--- src/hdl/assert_macros.svh ---
`ifndef ASSERT_MACROS_SVH
`define ASSERT_MACROS_SVH

// Clocked check, off while reset is high.
`define LMSB_ASSERT(lbl, clk, rst, prop, msg) \
  lbl: assert property (@(posedge clk) disable iff (rst) prop) else $error(msg);

// Clocked check that also holds during reset.
`define LMSB_ASSERT_ALWAYS(lbl, clk, prop, msg) \
  lbl: assert property (@(posedge clk) prop) else $error(msg);

`endif

--- src/hdl/lmsb_pkg.sv ---
`timescale 1ns / 1ps

package lmsb_pkg;

  localparam int ROWS   = 8;
  localparam int ROW_W  = 3;
  localparam int PIX_W  = 8;
  localparam int OFS_W  = 5;
  localparam int MODE_W = 2;
  localparam int CFG_W  = 1;

  localparam logic [PIX_W-1:0] PB_BASE = 8'h60;
  localparam logic [PIX_W-1:0] PC_BASE = 8'hB4;
  localparam logic [PIX_W-1:0] PD_BASE = 8'h09;

  typedef enum logic [MODE_W-1:0] {
    MODE_LOAD   = 2'd0,
    MODE_COMMIT = 2'd1,
    MODE_TICK   = 2'd2
  } mode_t;

  typedef enum logic [CFG_W-1:0] {
    CFG_X_OFFSET = 1'b0,
    CFG_Y_OFFSET = 1'b1
  } cfg_reg_t;

  typedef enum logic [1:0] {
    S_IDLE,
    S_BLIT,
    S_EMIT
  } state_t;

  typedef struct packed {
    logic stage_wr;
    logic blit_clr;
    logic blit_step;
    logic emit;
  } cmd_t;

  typedef struct packed {
    logic blit_last;
    logic out_free;
  } status_t;

endpackage

--- src/hdl/lmsb_req_if.sv ---
`timescale 1ns / 1ps

interface lmsb_req_if
  import lmsb_pkg::*;
();
  logic              valid;
  logic              ready;
  logic [MODE_W-1:0] mode;
  logic [ROW_W-1:0]  sprite_index;
  logic [PIX_W-1:0]  sprite_data;

  modport source (output valid, output mode, output sprite_index, output sprite_data,
                  input ready);
  modport sink (input valid, input mode, input sprite_index, input sprite_data,
                output ready);
endinterface

--- src/hdl/lmsb_scan_if.sv ---
`timescale 1ns / 1ps

interface lmsb_scan_if
  import lmsb_pkg::*;
();
  logic             valid;
  logic             ready;
  logic [ROW_W-1:0] scan_row;
  logic [PIX_W-1:0] port_b_level;
  logic [PIX_W-1:0] port_c_level;
  logic [PIX_W-1:0] port_d_level;

  modport source (output valid, output scan_row, output port_b_level,
                  output port_c_level, output port_d_level, input ready);
  modport sink (input valid, input scan_row, input port_b_level,
                input port_c_level, input port_d_level, output ready);
endinterface

--- src/hdl/led_matrix_scan_blit.sv ---
`timescale 1ns / 1ps
// 8x8 LED matrix row-scan driver with a sprite staging buffer.
// Requests arrive on req (valid/ready); mode selects load, commit or tick.
//   load:   writes sprite_data into staging row sprite_index.
//   commit: copies staging into screen memory with the x/y offsets,
//           one screen row per cycle through a single staging read and
//           shift unit after the accepting cycle.
//   tick:   advances the scan row and presents scan_row plus the port
//           B/C/D pin patterns on scan; it passes through the S_EMIT state,
//           which waits until the result register is free, then registers the result.
//   mode 3 is taken and dropped.
// Load and commit produce no result. Only ticks produce one result each.
// Configuration (cfg_we, cfg_index, cfg_data) sets x_offset (index 0) and
// y_offset (index 1); write it only while no request is in flight.
// Reset clears staging and screen memory, the offsets and the scan row,
// so the first tick drives row 1.
// A result waits in an output register until scan.ready; loads and commits
// are still accepted meanwhile, a further tick holds req.ready low until
// the waiting result is taken.

module led_matrix_scan_blit
  import lmsb_pkg::*;
(
  input  logic             clk,
  input  logic             rst,
  input  logic             cfg_we,
  input  logic [CFG_W-1:0] cfg_index,
  input  logic [OFS_W-1:0] cfg_data,
  lmsb_req_if.sink         req,
  lmsb_scan_if.source      scan
);

  cmd_t    cmd;
  status_t status;

  lmsb_ctrl u_ctrl (
    .clk      (clk),
    .rst      (rst),
    .in_valid (req.valid),
    .in_mode  (req.mode),
    .in_ready (req.ready),
    .status   (status),
    .cmd      (cmd)
  );

  lmsb_datapath u_datapath (
    .clk          (clk),
    .rst          (rst),
    .cfg_we       (cfg_we),
    .cfg_index    (cfg_index),
    .cfg_data     (cfg_data),
    .sprite_index (req.sprite_index),
    .sprite_data  (req.sprite_data),
    .cmd          (cmd),
    .status       (status),
    .out_valid    (scan.valid),
    .out_ready    (scan.ready),
    .scan_row     (scan.scan_row),
    .port_b_level (scan.port_b_level),
    .port_c_level (scan.port_c_level),
    .port_d_level (scan.port_d_level)
  );

endmodule

--- src/hdl/lmsb_ctrl.sv ---
`timescale 1ns / 1ps
`include "assert_macros.svh"

module lmsb_ctrl
  import lmsb_pkg::*;
(
  input  logic              clk,
  input  logic              rst,
  input  logic              in_valid,
  input  logic [MODE_W-1:0] in_mode,
  output logic              in_ready,
  input  status_t           status,
  output cmd_t              cmd
);

  state_t state;
  state_t state_next;

  always_ff @(posedge clk) begin
    if (rst) begin
      state <= S_IDLE;
    end else begin
      state <= state_next;
    end
  end

  always_comb begin
    state_next = state;
    cmd        = '0;
    in_ready   = 1'b0;
    unique case (state)
      S_IDLE: begin
        in_ready = 1'b1;
        if (in_valid) begin
          case (in_mode)
            MODE_LOAD: begin
              cmd.stage_wr = 1'b1;
            end
            MODE_COMMIT: begin
              cmd.blit_clr = 1'b1;
              state_next   = S_BLIT;
            end
            MODE_TICK: begin
              state_next = S_EMIT;
            end
            default: begin
              // unused mode: drop the request
            end
          endcase
        end
      end
      S_BLIT: begin
        cmd.blit_step = 1'b1;
        if (status.blit_last) begin
          state_next = S_IDLE;
        end
      end
      S_EMIT: begin
        // hold the tick until the result register is free
        if (status.out_free) begin
          cmd.emit   = 1'b1;
          state_next = S_IDLE;
        end
      end
      default: begin
        state_next = S_IDLE;
      end
    endcase
  end

  `LMSB_ASSERT(a_commit_starts_blit, clk, rst, in_valid && in_ready && in_mode == MODE_COMMIT |=> state == S_BLIT, "commit request did not start a blit")
  `LMSB_ASSERT(a_blit_ends, clk, rst, cmd.blit_step && status.blit_last |=> state == S_IDLE, "blit ran past the last row")

endmodule

--- src/hdl/lmsb_datapath.sv ---
`timescale 1ns / 1ps
`include "assert_macros.svh"

module lmsb_datapath
  import lmsb_pkg::*;
(
  input  logic              clk,
  input  logic              rst,
  input  logic              cfg_we,
  input  logic [CFG_W-1:0]  cfg_index,
  input  logic [OFS_W-1:0]  cfg_data,
  input  logic [ROW_W-1:0]  sprite_index,
  input  logic [PIX_W-1:0]  sprite_data,
  input  cmd_t              cmd,
  output status_t           status,
  output logic              out_valid,
  input  logic              out_ready,
  output logic [ROW_W-1:0]  scan_row,
  output logic [PIX_W-1:0]  port_b_level,
  output logic [PIX_W-1:0]  port_c_level,
  output logic [PIX_W-1:0]  port_d_level
);

  logic [OFS_W-1:0] x_ofs;
  logic [OFS_W-1:0] y_ofs;
  logic [PIX_W-1:0] staging [ROWS];
  logic [PIX_W-1:0] screen [ROWS];
  logic [ROW_W-1:0] blit_cnt;
  logic [ROW_W-1:0] cur_row;

  logic signed [OFS_W:0] src;
  logic [PIX_W-1:0]      src_row;
  logic [OFS_W-1:0]      left_amt;
  logic [PIX_W-1:0]      blit_row;
  logic [ROW_W-1:0]      row_next;
  logic [PIX_W-1:0]      col;
  logic [PIX_W-1:0]      pb;
  logic [PIX_W-1:0]      pc;
  logic [PIX_W-1:0]      pd;

  always_ff @(posedge clk) begin
    if (rst) begin
      x_ofs <= '0;
      y_ofs <= '0;
    end else if (cfg_we) begin
      unique case (cfg_index)
        CFG_X_OFFSET: x_ofs <= cfg_data;
        CFG_Y_OFFSET: y_ofs <= cfg_data;
        default: ;
      endcase
    end
  end

  // Source row for the current blit step; outside 0..7 reads as blank.
  always_comb begin
    src      = $signed({3'b000, blit_cnt}) - $signed({y_ofs[OFS_W-1], y_ofs});
    src_row  = (src[OFS_W:ROW_W] == '0) ? staging[src[ROW_W-1:0]] : '0;
    left_amt = OFS_W'(-x_ofs);
    if (x_ofs[OFS_W-1]) begin
      blit_row = src_row << left_amt;
    end else begin
      blit_row = src_row >> x_ofs;
    end
  end

  always_ff @(posedge clk) begin
    if (rst) begin
      for (int i = 0; i < ROWS; i++) begin
        staging[i] <= '0;
        screen[i]  <= '0;
      end
    end else begin
      if (cmd.stage_wr) begin
        staging[sprite_index] <= sprite_data;
      end
      if (cmd.blit_step) begin
        screen[blit_cnt] <= blit_row;
      end
    end
  end

  always_ff @(posedge clk) begin
    if (rst) begin
      blit_cnt <= '0;
    end else if (cmd.blit_clr) begin
      blit_cnt <= '0;
    end else if (cmd.blit_step) begin
      blit_cnt <= blit_cnt + 3'd1;
    end
  end

  assign status.blit_last = (blit_cnt == ROW_W'(ROWS - 1));
  assign status.out_free  = !out_valid || out_ready;

  // Port patterns for the next row: clear lit column pins, set the row select.
  always_comb begin
    row_next = cur_row + 3'd1;
    col      = screen[row_next];
    pb       = PB_BASE;
    pc       = PC_BASE;
    pd       = PD_BASE;
    if (col[7]) pc[2] = 1'b0;
    if (col[6]) pc[7] = 1'b0;
    if (col[5]) pc[4] = 1'b0;
    if (col[4]) pb[5] = 1'b0;
    if (col[3]) pd[3] = 1'b0;
    if (col[2]) pc[5] = 1'b0;
    if (col[1]) pb[6] = 1'b0;
    if (col[0]) pd[0] = 1'b0;
    unique case (row_next)
      3'd0:    pd[4] = 1'b1;
      3'd1:    pc[0] = 1'b1;
      3'd2:    pc[1] = 1'b1;
      3'd3:    pd[1] = 1'b1;
      3'd4:    pc[3] = 1'b1;
      3'd5:    pd[2] = 1'b1;
      3'd6:    pb[7] = 1'b1;
      default: pd[5] = 1'b1;
    endcase
  end

  always_ff @(posedge clk) begin
    if (rst) begin
      cur_row   <= '0;
      out_valid <= 1'b0;
    end else if (cmd.emit) begin
      cur_row   <= row_next;
      out_valid <= 1'b1;
    end else if (out_ready) begin
      out_valid <= 1'b0;
    end
  end

  always_ff @(posedge clk) begin
    if (cmd.emit) begin
      scan_row     <= row_next;
      port_b_level <= pb;
      port_c_level <= pc;
      port_d_level <= pd;
    end
  end

  `LMSB_ASSERT(a_emit_into_free_slot, clk, rst, cmd.emit |-> (!out_valid || out_ready), "result register overwritten before it was taken")
  `LMSB_ASSERT(a_emit_advances_row, clk, rst, cmd.emit |=> out_valid && (scan_row == $past(cur_row) + 3'd1), "scan row did not advance by one")
  `LMSB_ASSERT_ALWAYS(a_one_command, clk, $onehot0({cmd.stage_wr, cmd.blit_clr, cmd.blit_step, cmd.emit}), "more than one datapath command in a cycle")

endmodule

--- src/flat_wrapper.sv ---
// flat-port wrapper written by rule: the top's interface ports become plain ports
module led_matrix_scan_blit_flat import lmsb_pkg::*;
  (clk, rst, cfg_we, cfg_index, cfg_data, req_valid, req_mode, req_sprite_index, req_sprite_data, req_ready, scan_valid, scan_scan_row, scan_port_b_level, scan_port_c_level, scan_port_d_level, scan_ready);
  lmsb_req_if req_i ();
  lmsb_scan_if scan_i ();
  input  logic clk;
  input  logic rst;
  input  logic cfg_we;
  input  logic [CFG_W-1:0] cfg_index;
  input  logic [OFS_W-1:0] cfg_data;
  input wire logic [$bits(req_i.valid)-1:0] req_valid;
  input wire logic [$bits(req_i.mode)-1:0] req_mode;
  input wire logic [$bits(req_i.sprite_index)-1:0] req_sprite_index;
  input wire logic [$bits(req_i.sprite_data)-1:0] req_sprite_data;
  output wire logic [$bits(req_i.ready)-1:0] req_ready;
  output wire logic [$bits(scan_i.valid)-1:0] scan_valid;
  output wire logic [$bits(scan_i.scan_row)-1:0] scan_scan_row;
  output wire logic [$bits(scan_i.port_b_level)-1:0] scan_port_b_level;
  output wire logic [$bits(scan_i.port_c_level)-1:0] scan_port_c_level;
  output wire logic [$bits(scan_i.port_d_level)-1:0] scan_port_d_level;
  input wire logic [$bits(scan_i.ready)-1:0] scan_ready;
  assign req_i.valid = req_valid;
  assign req_i.mode = req_mode;
  assign req_i.sprite_index = req_sprite_index;
  assign req_i.sprite_data = req_sprite_data;
  assign req_ready = req_i.ready;
  assign scan_valid = scan_i.valid;
  assign scan_scan_row = scan_i.scan_row;
  assign scan_port_b_level = scan_i.port_b_level;
  assign scan_port_c_level = scan_i.port_c_level;
  assign scan_port_d_level = scan_i.port_d_level;
  assign scan_i.ready = scan_ready;
  led_matrix_scan_blit u_core (.clk(clk), .rst(rst), .cfg_we(cfg_we), .cfg_index(cfg_index), .cfg_data(cfg_data), .req(req_i), .scan(scan_i));
endmodule
--- config.mk ---
export PLATFORM = sky130hd
export DESIGN_NAME = led_matrix_scan_blit_flat
export DESIGN_NICKNAME = d
export VERILOG_FILES = /design/src/hdl/lmsb_pkg.sv /design/src/hdl/lmsb_req_if.sv /design/src/hdl/lmsb_scan_if.sv /design/src/hdl/led_matrix_scan_blit.sv /design/src/hdl/lmsb_ctrl.sv /design/src/hdl/lmsb_datapath.sv /design/src/flat_wrapper.sv
export VERILOG_INCLUDE_DIRS = /design/src /design/src/hdl
export SDC_FILE = /design/constraint.sdc
export NUM_CORES = 1
export LEC_CHECK = 0
export BUFFER_PORTS_ARGS = -buffer_cell sky130_fd_sc_hd__buf_2
export CAP_MARGIN = 20
export CORE_ASPECT_RATIO = 0.8
export CORE_MARGIN = 2
export CORE_UTILIZATION = 45
export CTS_CLUSTER_DIAMETER = 200
export DETAILED_ROUTE_END_ITERATION = 8
export HOLD_SLACK_MARGIN = 0.03
export SYNTH_ARGS = -nofsm -noshare
export SYNTH_HDL_FRONTEND = slang
export SYNTH_SLANG_ARGS = --single-unit
--- constraint.sdc ---
create_clock -name clk -period 4 [get_ports clk]
set_input_delay 0.6 -clock clk [delete_from_list [all_inputs] [get_ports clk]]
set_output_delay 0.6 -clock clk [all_outputs]
set_load 0.03 [all_outputs]
==> out/metrics.csv, run 1 <==
stage;metric;value;unit
power_and_ir_drop;ir_drop;0.259;mV
cts;cts_max_level;4;
floorplanning;start_util;0.462;
cts;ctsHoldBuffers;0;
yosys;synth_area_leaders;edfxtp_1, mux4_2, and2_1, dfxtp_1, nor2_1;
global_route;grt_pass1_wl;31.3;mm
sta;holdWs;0.446;ns
drt;drtIter0Drc;543;
drt;drt-met1-wl;9.32;mm
layout;fin_nets;769;
floorplanning;dieArea;19900;um2
global_route;grt_use_total;0.212;
setup_path;rrSetupSlack;0.23;ns
worst_hold_path;hp-start;cfg_data[1];
yosys;ys_seq_area_frac;0.568;
cts;cts_buffer_depth;2;
yosys;async_reset_ff_frac;0;
global_route;grt_max_degree;36;
layout;layout-drive-gt1-share;0.208;
drt;wl_met3;1.71;mm
cts;numCtsBuffers;17;
setup_path;cp.arrival;3.91;ns
yosys;synthMuxAreaShare;0.123;
yosys;yosysWarnings;0;
layout;stdcell_area;9580;um2
sta;clock_skew;0.00941;ns
placed_design;gp_congestion;0.891;
cts;clkLatencyLatePin;0.42;ns
drt;drt-vias-per-instance;5.66;
drt;drt_pre_antenna_iters;5;
sta;rsz0062_at_grt;false;
setup_path;crit_type;flop to flop;
flow_run;maxCapViolCount;0;
sta;clock.fmax;266;MHz
setup_path;r2r-end;u_core.u_datapath.screen[0][4]$_SDFFCE_PN0P_;
layout;area_delta_synth_final;13.6;%
sta;setup_tns;0;ns
cts;tritoncts;yes;
cts;clock-sinks;166;
yosys;synth_top_family_by_area;simple AND/OR/NAND/NOR gates;
drt;vias;5653;
yosys;synth_area;8440;um2
yosys;synth_ff_type;edfxtp_1;
sta;fin_ws;0.235;ns
placed_design;placed_cells;966;
yosys;synth_area_leader_cell;edfxtp_1;
drt;dr_wl_met2;8.76;mm
layout;antennaDiodeCount;0;
power_and_ir_drop;powerDensity;438;nW/um2
setup_path;worst_ep_required_time;4.15;ns
cts;path_clk_slew;0.06;ns
floorplanning;rows;44;
global_route;grt_pass1_vias;5588;
worst_hold_path;hold_end;u_core.u_datapath.x_ofs[1]$_SDFFE_PP0P_;
setup_path;r2r_cells;13;
placed_design;postPlaceCellArea;8990;um2
power_and_ir_drop;p_leak;3.40;nW
yosys;ys_ff_latch;166;
drt;postRouteAntennaNets;0;
placed_design;dp_slack;0.198;ns
layout;final_cell_count_no_fill;998;
floorplanning;die_w;157;um
placed_design;place_hpwl;14.4;mm
floorplanning;io_pins;53;
sta;setup_viol;0;
yosys;syn_inst;678;
sta;hold_viol;0;
floorplanning;die_h;126;um
sta;period_share;0.941;
yosys;synth_cell_types;67;
drt;dr.max_layer_used;met4;
power_and_ir_drop;power;4.19;mW
floorplanning;placeableCoreArea;18300;um2
setup_path;crit_fanout;22;
yosys;synth-compound-area-share;0.0531;
global_route;antenna_found_initial;0;
drt;drc;0;
yosys;synth_top_area_frac;0.523;
run_status;status;completed;
sta;finalCriticalPeriod;3.77;ns
yosys;synth_edf_count;147;
layout;final_util;0.524;
yosys;synth_xor_area_frac;0.00919;
placed_design;portBuffers;44;
drt;routed_wirelength;20.0;mm
sta;worstMarginPinSlew;0.907;ns
layout;fillers;1600;
drt;drt-wirelength-per-cell;20.1;um
cts;cts-root-buf;clkbuf_16;
setup_path;reg2reg_from;u_core.u_datapath.blit_cnt[0]$_SDFFE_PP0N_;
yosys;synthSimpleGateAreaFrac;0.199;
setup_path;worstSetupEndpointType;flop;
worst_hold_path;hold_path_depth;3;
yosys;avgSynthCellArea;12.4;um2
global_route;grt.overflow.total;0;
setup_path;worst_setup_path_start_kind;flop;
worst_hold_path;hold_path.class;input port to flop;
sta;slew_headroom;0.395;
yosys;synthAdderAreaFrac;0.0187;
setup_path;startpoint;u_core.u_datapath.blit_cnt[0]$_SDFFE_PP0N_;
sta;slew_viol_final;0;
[how the worst max path moves through the flow]
| stage | to | slack, ns |
|---|---|---|
| after floorplan | u_core.u_datapath.screen[0][7]$_SDFFCE_PN0P_ | 0.46 |
| after global placement | u_core.u_datapath.screen[5][4]$_SDFFCE_PN0P_ | 0.27 |
| after detailed placement | u_core.u_datapath.screen[0][4]$_SDFFCE_PN0P_ | 0.20 |
| after CTS | u_core.u_datapath.screen[0][4]$_SDFFCE_PN0P_ | 0.18 |
| after global routing | u_core.u_datapath.screen[0][4]$_SDFFCE_PN0P_ | 0.04 |
| final | u_core.u_datapath.screen[0][4]$_SDFFCE_PN0P_ | 0.23 |
[cells in the mapped netlist, types with 8 or more instances]
library cell	number
a21oi_1	10
and2_1	76
and3_1	8
buf_4	8
clkbuf_1	22
dfxtp_1	19
edfxtp_1	147
ha_1	11
inv_1	12
mux2_2	14
mux2i_1	23
mux4_2	23
nand2_1	32
nand2b_1	17
nand3_1	8
nor2_1	101
nor2b_1	9
nor3_1	19
nor3b_1	13
or2_2	10
[sequential cells by signal, indices dropped and copies added (netlist names)]
register,cells
u_core.u_datapath.blit_cnt,3
u_core.u_ctrl.state,2
u_core.u_datapath.x_ofs,5
u_core.u_datapath.screen,64
u_core.u_datapath.staging,64
u_core.u_datapath.out_valid,1
u_core.u_datapath.port_c_level,7
u_core.u_datapath.scan_row,3
u_core.u_datapath.cur_row,3
u_core.u_datapath.port_b_level,3
u_core.u_datapath.port_d_level,6
u_core.u_datapath.y_ofs,5
[kinds of logic after synthesis]
| family | Yosys count |
|---|---|
| and+or+nand+nor | 316 |
| muxes | 66 |
| adders and majority gates | 12 |
| AOI/OAI and AO/OA | 58 |
| other | 1 |
| DFF | 166 |
| xor gates and xnor gates | 8 |
| buffers and inverters | 51 |
[area by class of cell]
| type | count | area [um2] | share of cell area |
|---|---|---|---|
| inverters | 14 | 52.6 | 0.00548 |
| clock inverters | 12 | 154 | 0.0161 |
| well taps | 253 | 317 | 0.0330 |
| multi-input cells | 468 | 3430 | 0.358 |
| repair buffers | 66 | 398 | 0.0415 |
| clock buffers | 19 | 433 | 0.0452 |
| flip-flops and latches | 166 | 4790 | 0.500 |
[cells in the final DEF (no fill, tap or decap), types with 9 or more instances in the layout]
| cell | netlist | layout |
|---|---|---|
| dfxtp_1 | 19 | 19 |
| buf_2 | 2 | 44 |
| mux4_2 | 23 | 23 |
| nor2_1 | 101 | 100 |
| edfxtp_1 | 147 | 147 |
| nor3b_1 | 13 | 13 |
| ha_1 | 11 | 11 |
| or2_2 | 10 | 10 |
| inv_1 | 12 | 12 |
| buf_4 | 8 | 21 |
| mux2i_1 | 23 | 23 |
| a21oi_1 | 10 | 10 |
| nor2b_1 | 9 | 9 |
| mux2_2 | 14 | 14 |
| nor3_1 | 19 | 19 |
| clkbuf_16 | 0 | 17 |
| nand2_1 | 32 | 32 |
| nand2b_1 | 17 | 17 |
| and2_1 | 76 | 76 |
[critical path: stages, from the launching register on]
cell and delay [ns]:
dfxtp_1 0.40, inv_1 0.09, ha_1 0.22, fa_2 0.65
buf_4 0.27, nor3b_1 0.22, mux2_2 0.21, nor4_1 0.05
buf_4 0.16, o221ai_1 0.40, o221ai_1 0.24, a221oi_2 0.32
buf_4 0.21, nor2_1 0.05
[repair_timing]
item | CTS | global route
resized for setup | 0 | 1
endpoints found under the setup margin | 0 | 16
setup buffers | 0 | 1
[report_power, final]
group / leakage (nW) / total, mW / internal, mW / switching [mW]
sequential: 1.63 / 1.97 / 1.94 / 0.0318
clock: 0.282 / 1.63 / 0.979 / 0.656
combinational: 1.49 / 0.583 / 0.240 / 0.343
[metal layers]
| metal | vias to the layer above | global-route usage |
|---|---|---|
| met5 | - | 0 |
| met4 | 0 | 0.0487 |
| met3 | 18 | 0.0676 |
| met2 | 222 | 0.311 |
| met1 | 2827 | 0.309 |
| li1 | 2586 | - |
No activity file was read; power rests on OpenSTA's default activity.
==> run 2, diff against run 1 <==
- PLACE_DENSITY: default -> 0.61
==> out/metrics.csv, run 2 (synthesized netlist as in run 1, its figures left out) <==
stage;metric;value;unit
global_route;grt_pass1_vias;5489;
setup_path;worst_setup_path_start_kind;flop;
cts;cts_buffer_depth;2;
floorplanning;placeableCoreArea;18300;um2
cts;clkLatencyLatePin;0.43;ns
layout;mostFrequentLayoutCells;edfxtp_1, nor2_1, and2_1;
sta;slew_headroom;0.436;
drt;drtIter0Drc;582;
floorplanning;rows;44;
placed_design;portBuffers;44;
sta;setup_viol;0;
layout;fin_nets;777;
global_route;grt_use_total;0.216;
layout;area_delta_synth_final;14.8;%
power_and_ir_drop;powerDensity;447;nW/um2
global_route;grt.overflow.total;0;
drt;vias;5785;
sta;worstMarginPinSlew;0.847;ns
sta;hold_viol;0;
drt;drt-wirelength-per-cell;20.4;um
floorplanning;start_util;0.462;
sta;setup_tns;0;ns
worst_hold_path;hold_path.class;input port to flop;
floorplanning;io_pins;53;
setup_path;worst_ep_required_time;4.17;ns
floorplanning;dieArea;19900;um2
power_and_ir_drop;p_switching;1.09;mW
setup_path;crit_fanout;23;
global_route;antenna_found_initial;0;
cts;cts_max_level;4;
drt;drt-vias-per-instance;5.76;
cts;numCtsBuffers;17;
layout;reg_top3;u_core.u_datapath.screen: 64 flops, u_core.u_datapath.staging: 64 flops, u_core.u_datapath.port_c_level: 7 flops;
drt;routed_wirelength;20.5;mm
layout;antennaDiodeCount;0;
setup_path;cp.arrival;3.96;ns
sta;clock.fmax;264;MHz
setup_path;crit_type;flop to flop;
layout;final_common_cell;edfxtp_1;
drt;drc;0;
global_route;grt_pass1_wl;31.7;mm
cts;clock-sinks;166;
power_and_ir_drop;power;4.33;mW
setup_path;worstSetupEndpointType;flop;
power_and_ir_drop;ir_drop;0.259;mV
power_and_ir_drop;pwr-share-clk;0.407;
power_and_ir_drop;p_seq_frac;0.454;
power_and_ir_drop;switching_share;0.253;
floorplanning;die_w;157;um
sta;finalCriticalPeriod;3.79;ns
cts;path_clk_slew;0.07;ns
power_and_ir_drop;p_leak;3.45;nW
drt;postRouteAntennaNets;0;
cts;cts-root-buf;clkbuf_16;
sta;holdWs;0.454;ns
placed_design;gp_congestion;0.849;
sta;rsz0062_at_grt;false;
flow_run;maxCapViolCount;0;
drt;drt_pre_antenna_iters;9;
cts;ctsHoldBuffers;0;
floorplanning;die_h;126;um
sta;slew_viol_final;0;
power_and_ir_drop;pwr-share-comb;0.139;
placed_design;place_hpwl;14.5;mm
global_route;grt_max_degree;26;
run_status;status;completed;
sta;clock_skew;0.00925;ns
cts;tritoncts;yes;
layout;fillers;1600;
sta;period_share;0.948;
layout;layout-drive-gt1-share;0.222;
power_and_ir_drop;intPower;3.24;mW
==> run 2: critical path, cell delays in order (launching register included) <==
cell,delay [ns]
dfxtp_1,0.40
inv_1,0.09
ha_1,0.21
fa_2,0.39
xnor2_2,0.22
buf_12,0.23
mux4_1,0.63
mux2i_2,0.41
mux4_2,0.35
nor4b_2,0.05
nor3_2,0.27
buf_4,0.21
nor2_1,0.05
==> run 2: repair_timing <==
item | 4_1_cts | 5_1_grt
gates resized for setup | 0 | 2
buffers inserted | 0 | 1
setup endpoints to repair | 0 | 56
==> run 2: power by group through the flow <==
stage | clock [mW] | combinational, mW | sequential (mW)
5_1_grt | 1.85 | 0.647 | 1.97
4_1_cts | 1.78 | 0.592 | 1.97
3_5_place_dp | 0 | 0.589 | 2.00
2_1_floorplan | 0 | 0.395 | 2.00
6_report | 1.76 | 0.602 | 1.97
3_3_place_gp | 0 | 0.587 | 2.00
==> run 2: layout make-up <==
type	count	area (um2)	share of cell area
clock buffers	17	425	0.0439
clock inverters	13	196	0.0203
inverters	14	52.6	0.00543
multi-input cells	468	3440	0.355
flip-flops and latches	166	4790	0.495
well taps	253	317	0.0327
repair buffers	74	458	0.0473
==> run 2: through the flow <==
step | std cells | utilization | area, um2 | setup WS (ns)
after floorplan | 685 | - | 8460 | 0.456
after global placement | 974 | 0.495 | 9050 | 0.0497
after detailed placement | 974 | 0.495 | 9050 | 0.0642
after CTS | 1004 | 0.529 | 9670 | 0.0273
after global routing | 1005 | 0.530 | 9680 | 0.00322
final | 1005 | 0.530 | 9680 | 0.210
==> run 2: path summary, 6_finish.rpt <==
| kind | from | end | slack [ns] | cells past startpoint |
|---|---|---|---|---|
| setup reg to reg | u_core.u_datapath.blit_cnt[0]$_SDFFE_PP0N_ | u_core.u_datapath.screen[1][2]$_SDFFCE_PN0P_ | 0.21 | 12 |
| setup / recovery | u_core.u_datapath.blit_cnt[0]$_SDFFE_PP0N_ | u_core.u_datapath.screen[1][2]$_SDFFCE_PN0P_ | 0.21 | 12 |
| hold reg to reg | u_core.u_datapath.y_ofs[0]$_SDFFE_PP0P_ | u_core.u_datapath.y_ofs[0]$_SDFFE_PP0P_ | 0.48 | 2 |
| hold / removal | scan_ready | u_core.u_datapath.out_valid$_SDFFE_PP0P_ | 0.45 | 3 |
==> run 2: routing by layer <==
layer	global-route usage	part of all wire	wire, um	vias up
met5	0	0	0	-
met4	0.0465	0.0088	181	0
met3	0.0526	0.078	1610	19
met2	0.316	0.45	9170	263
met1	0.328	0.47	9560	2899
li1	-	-	-	2604
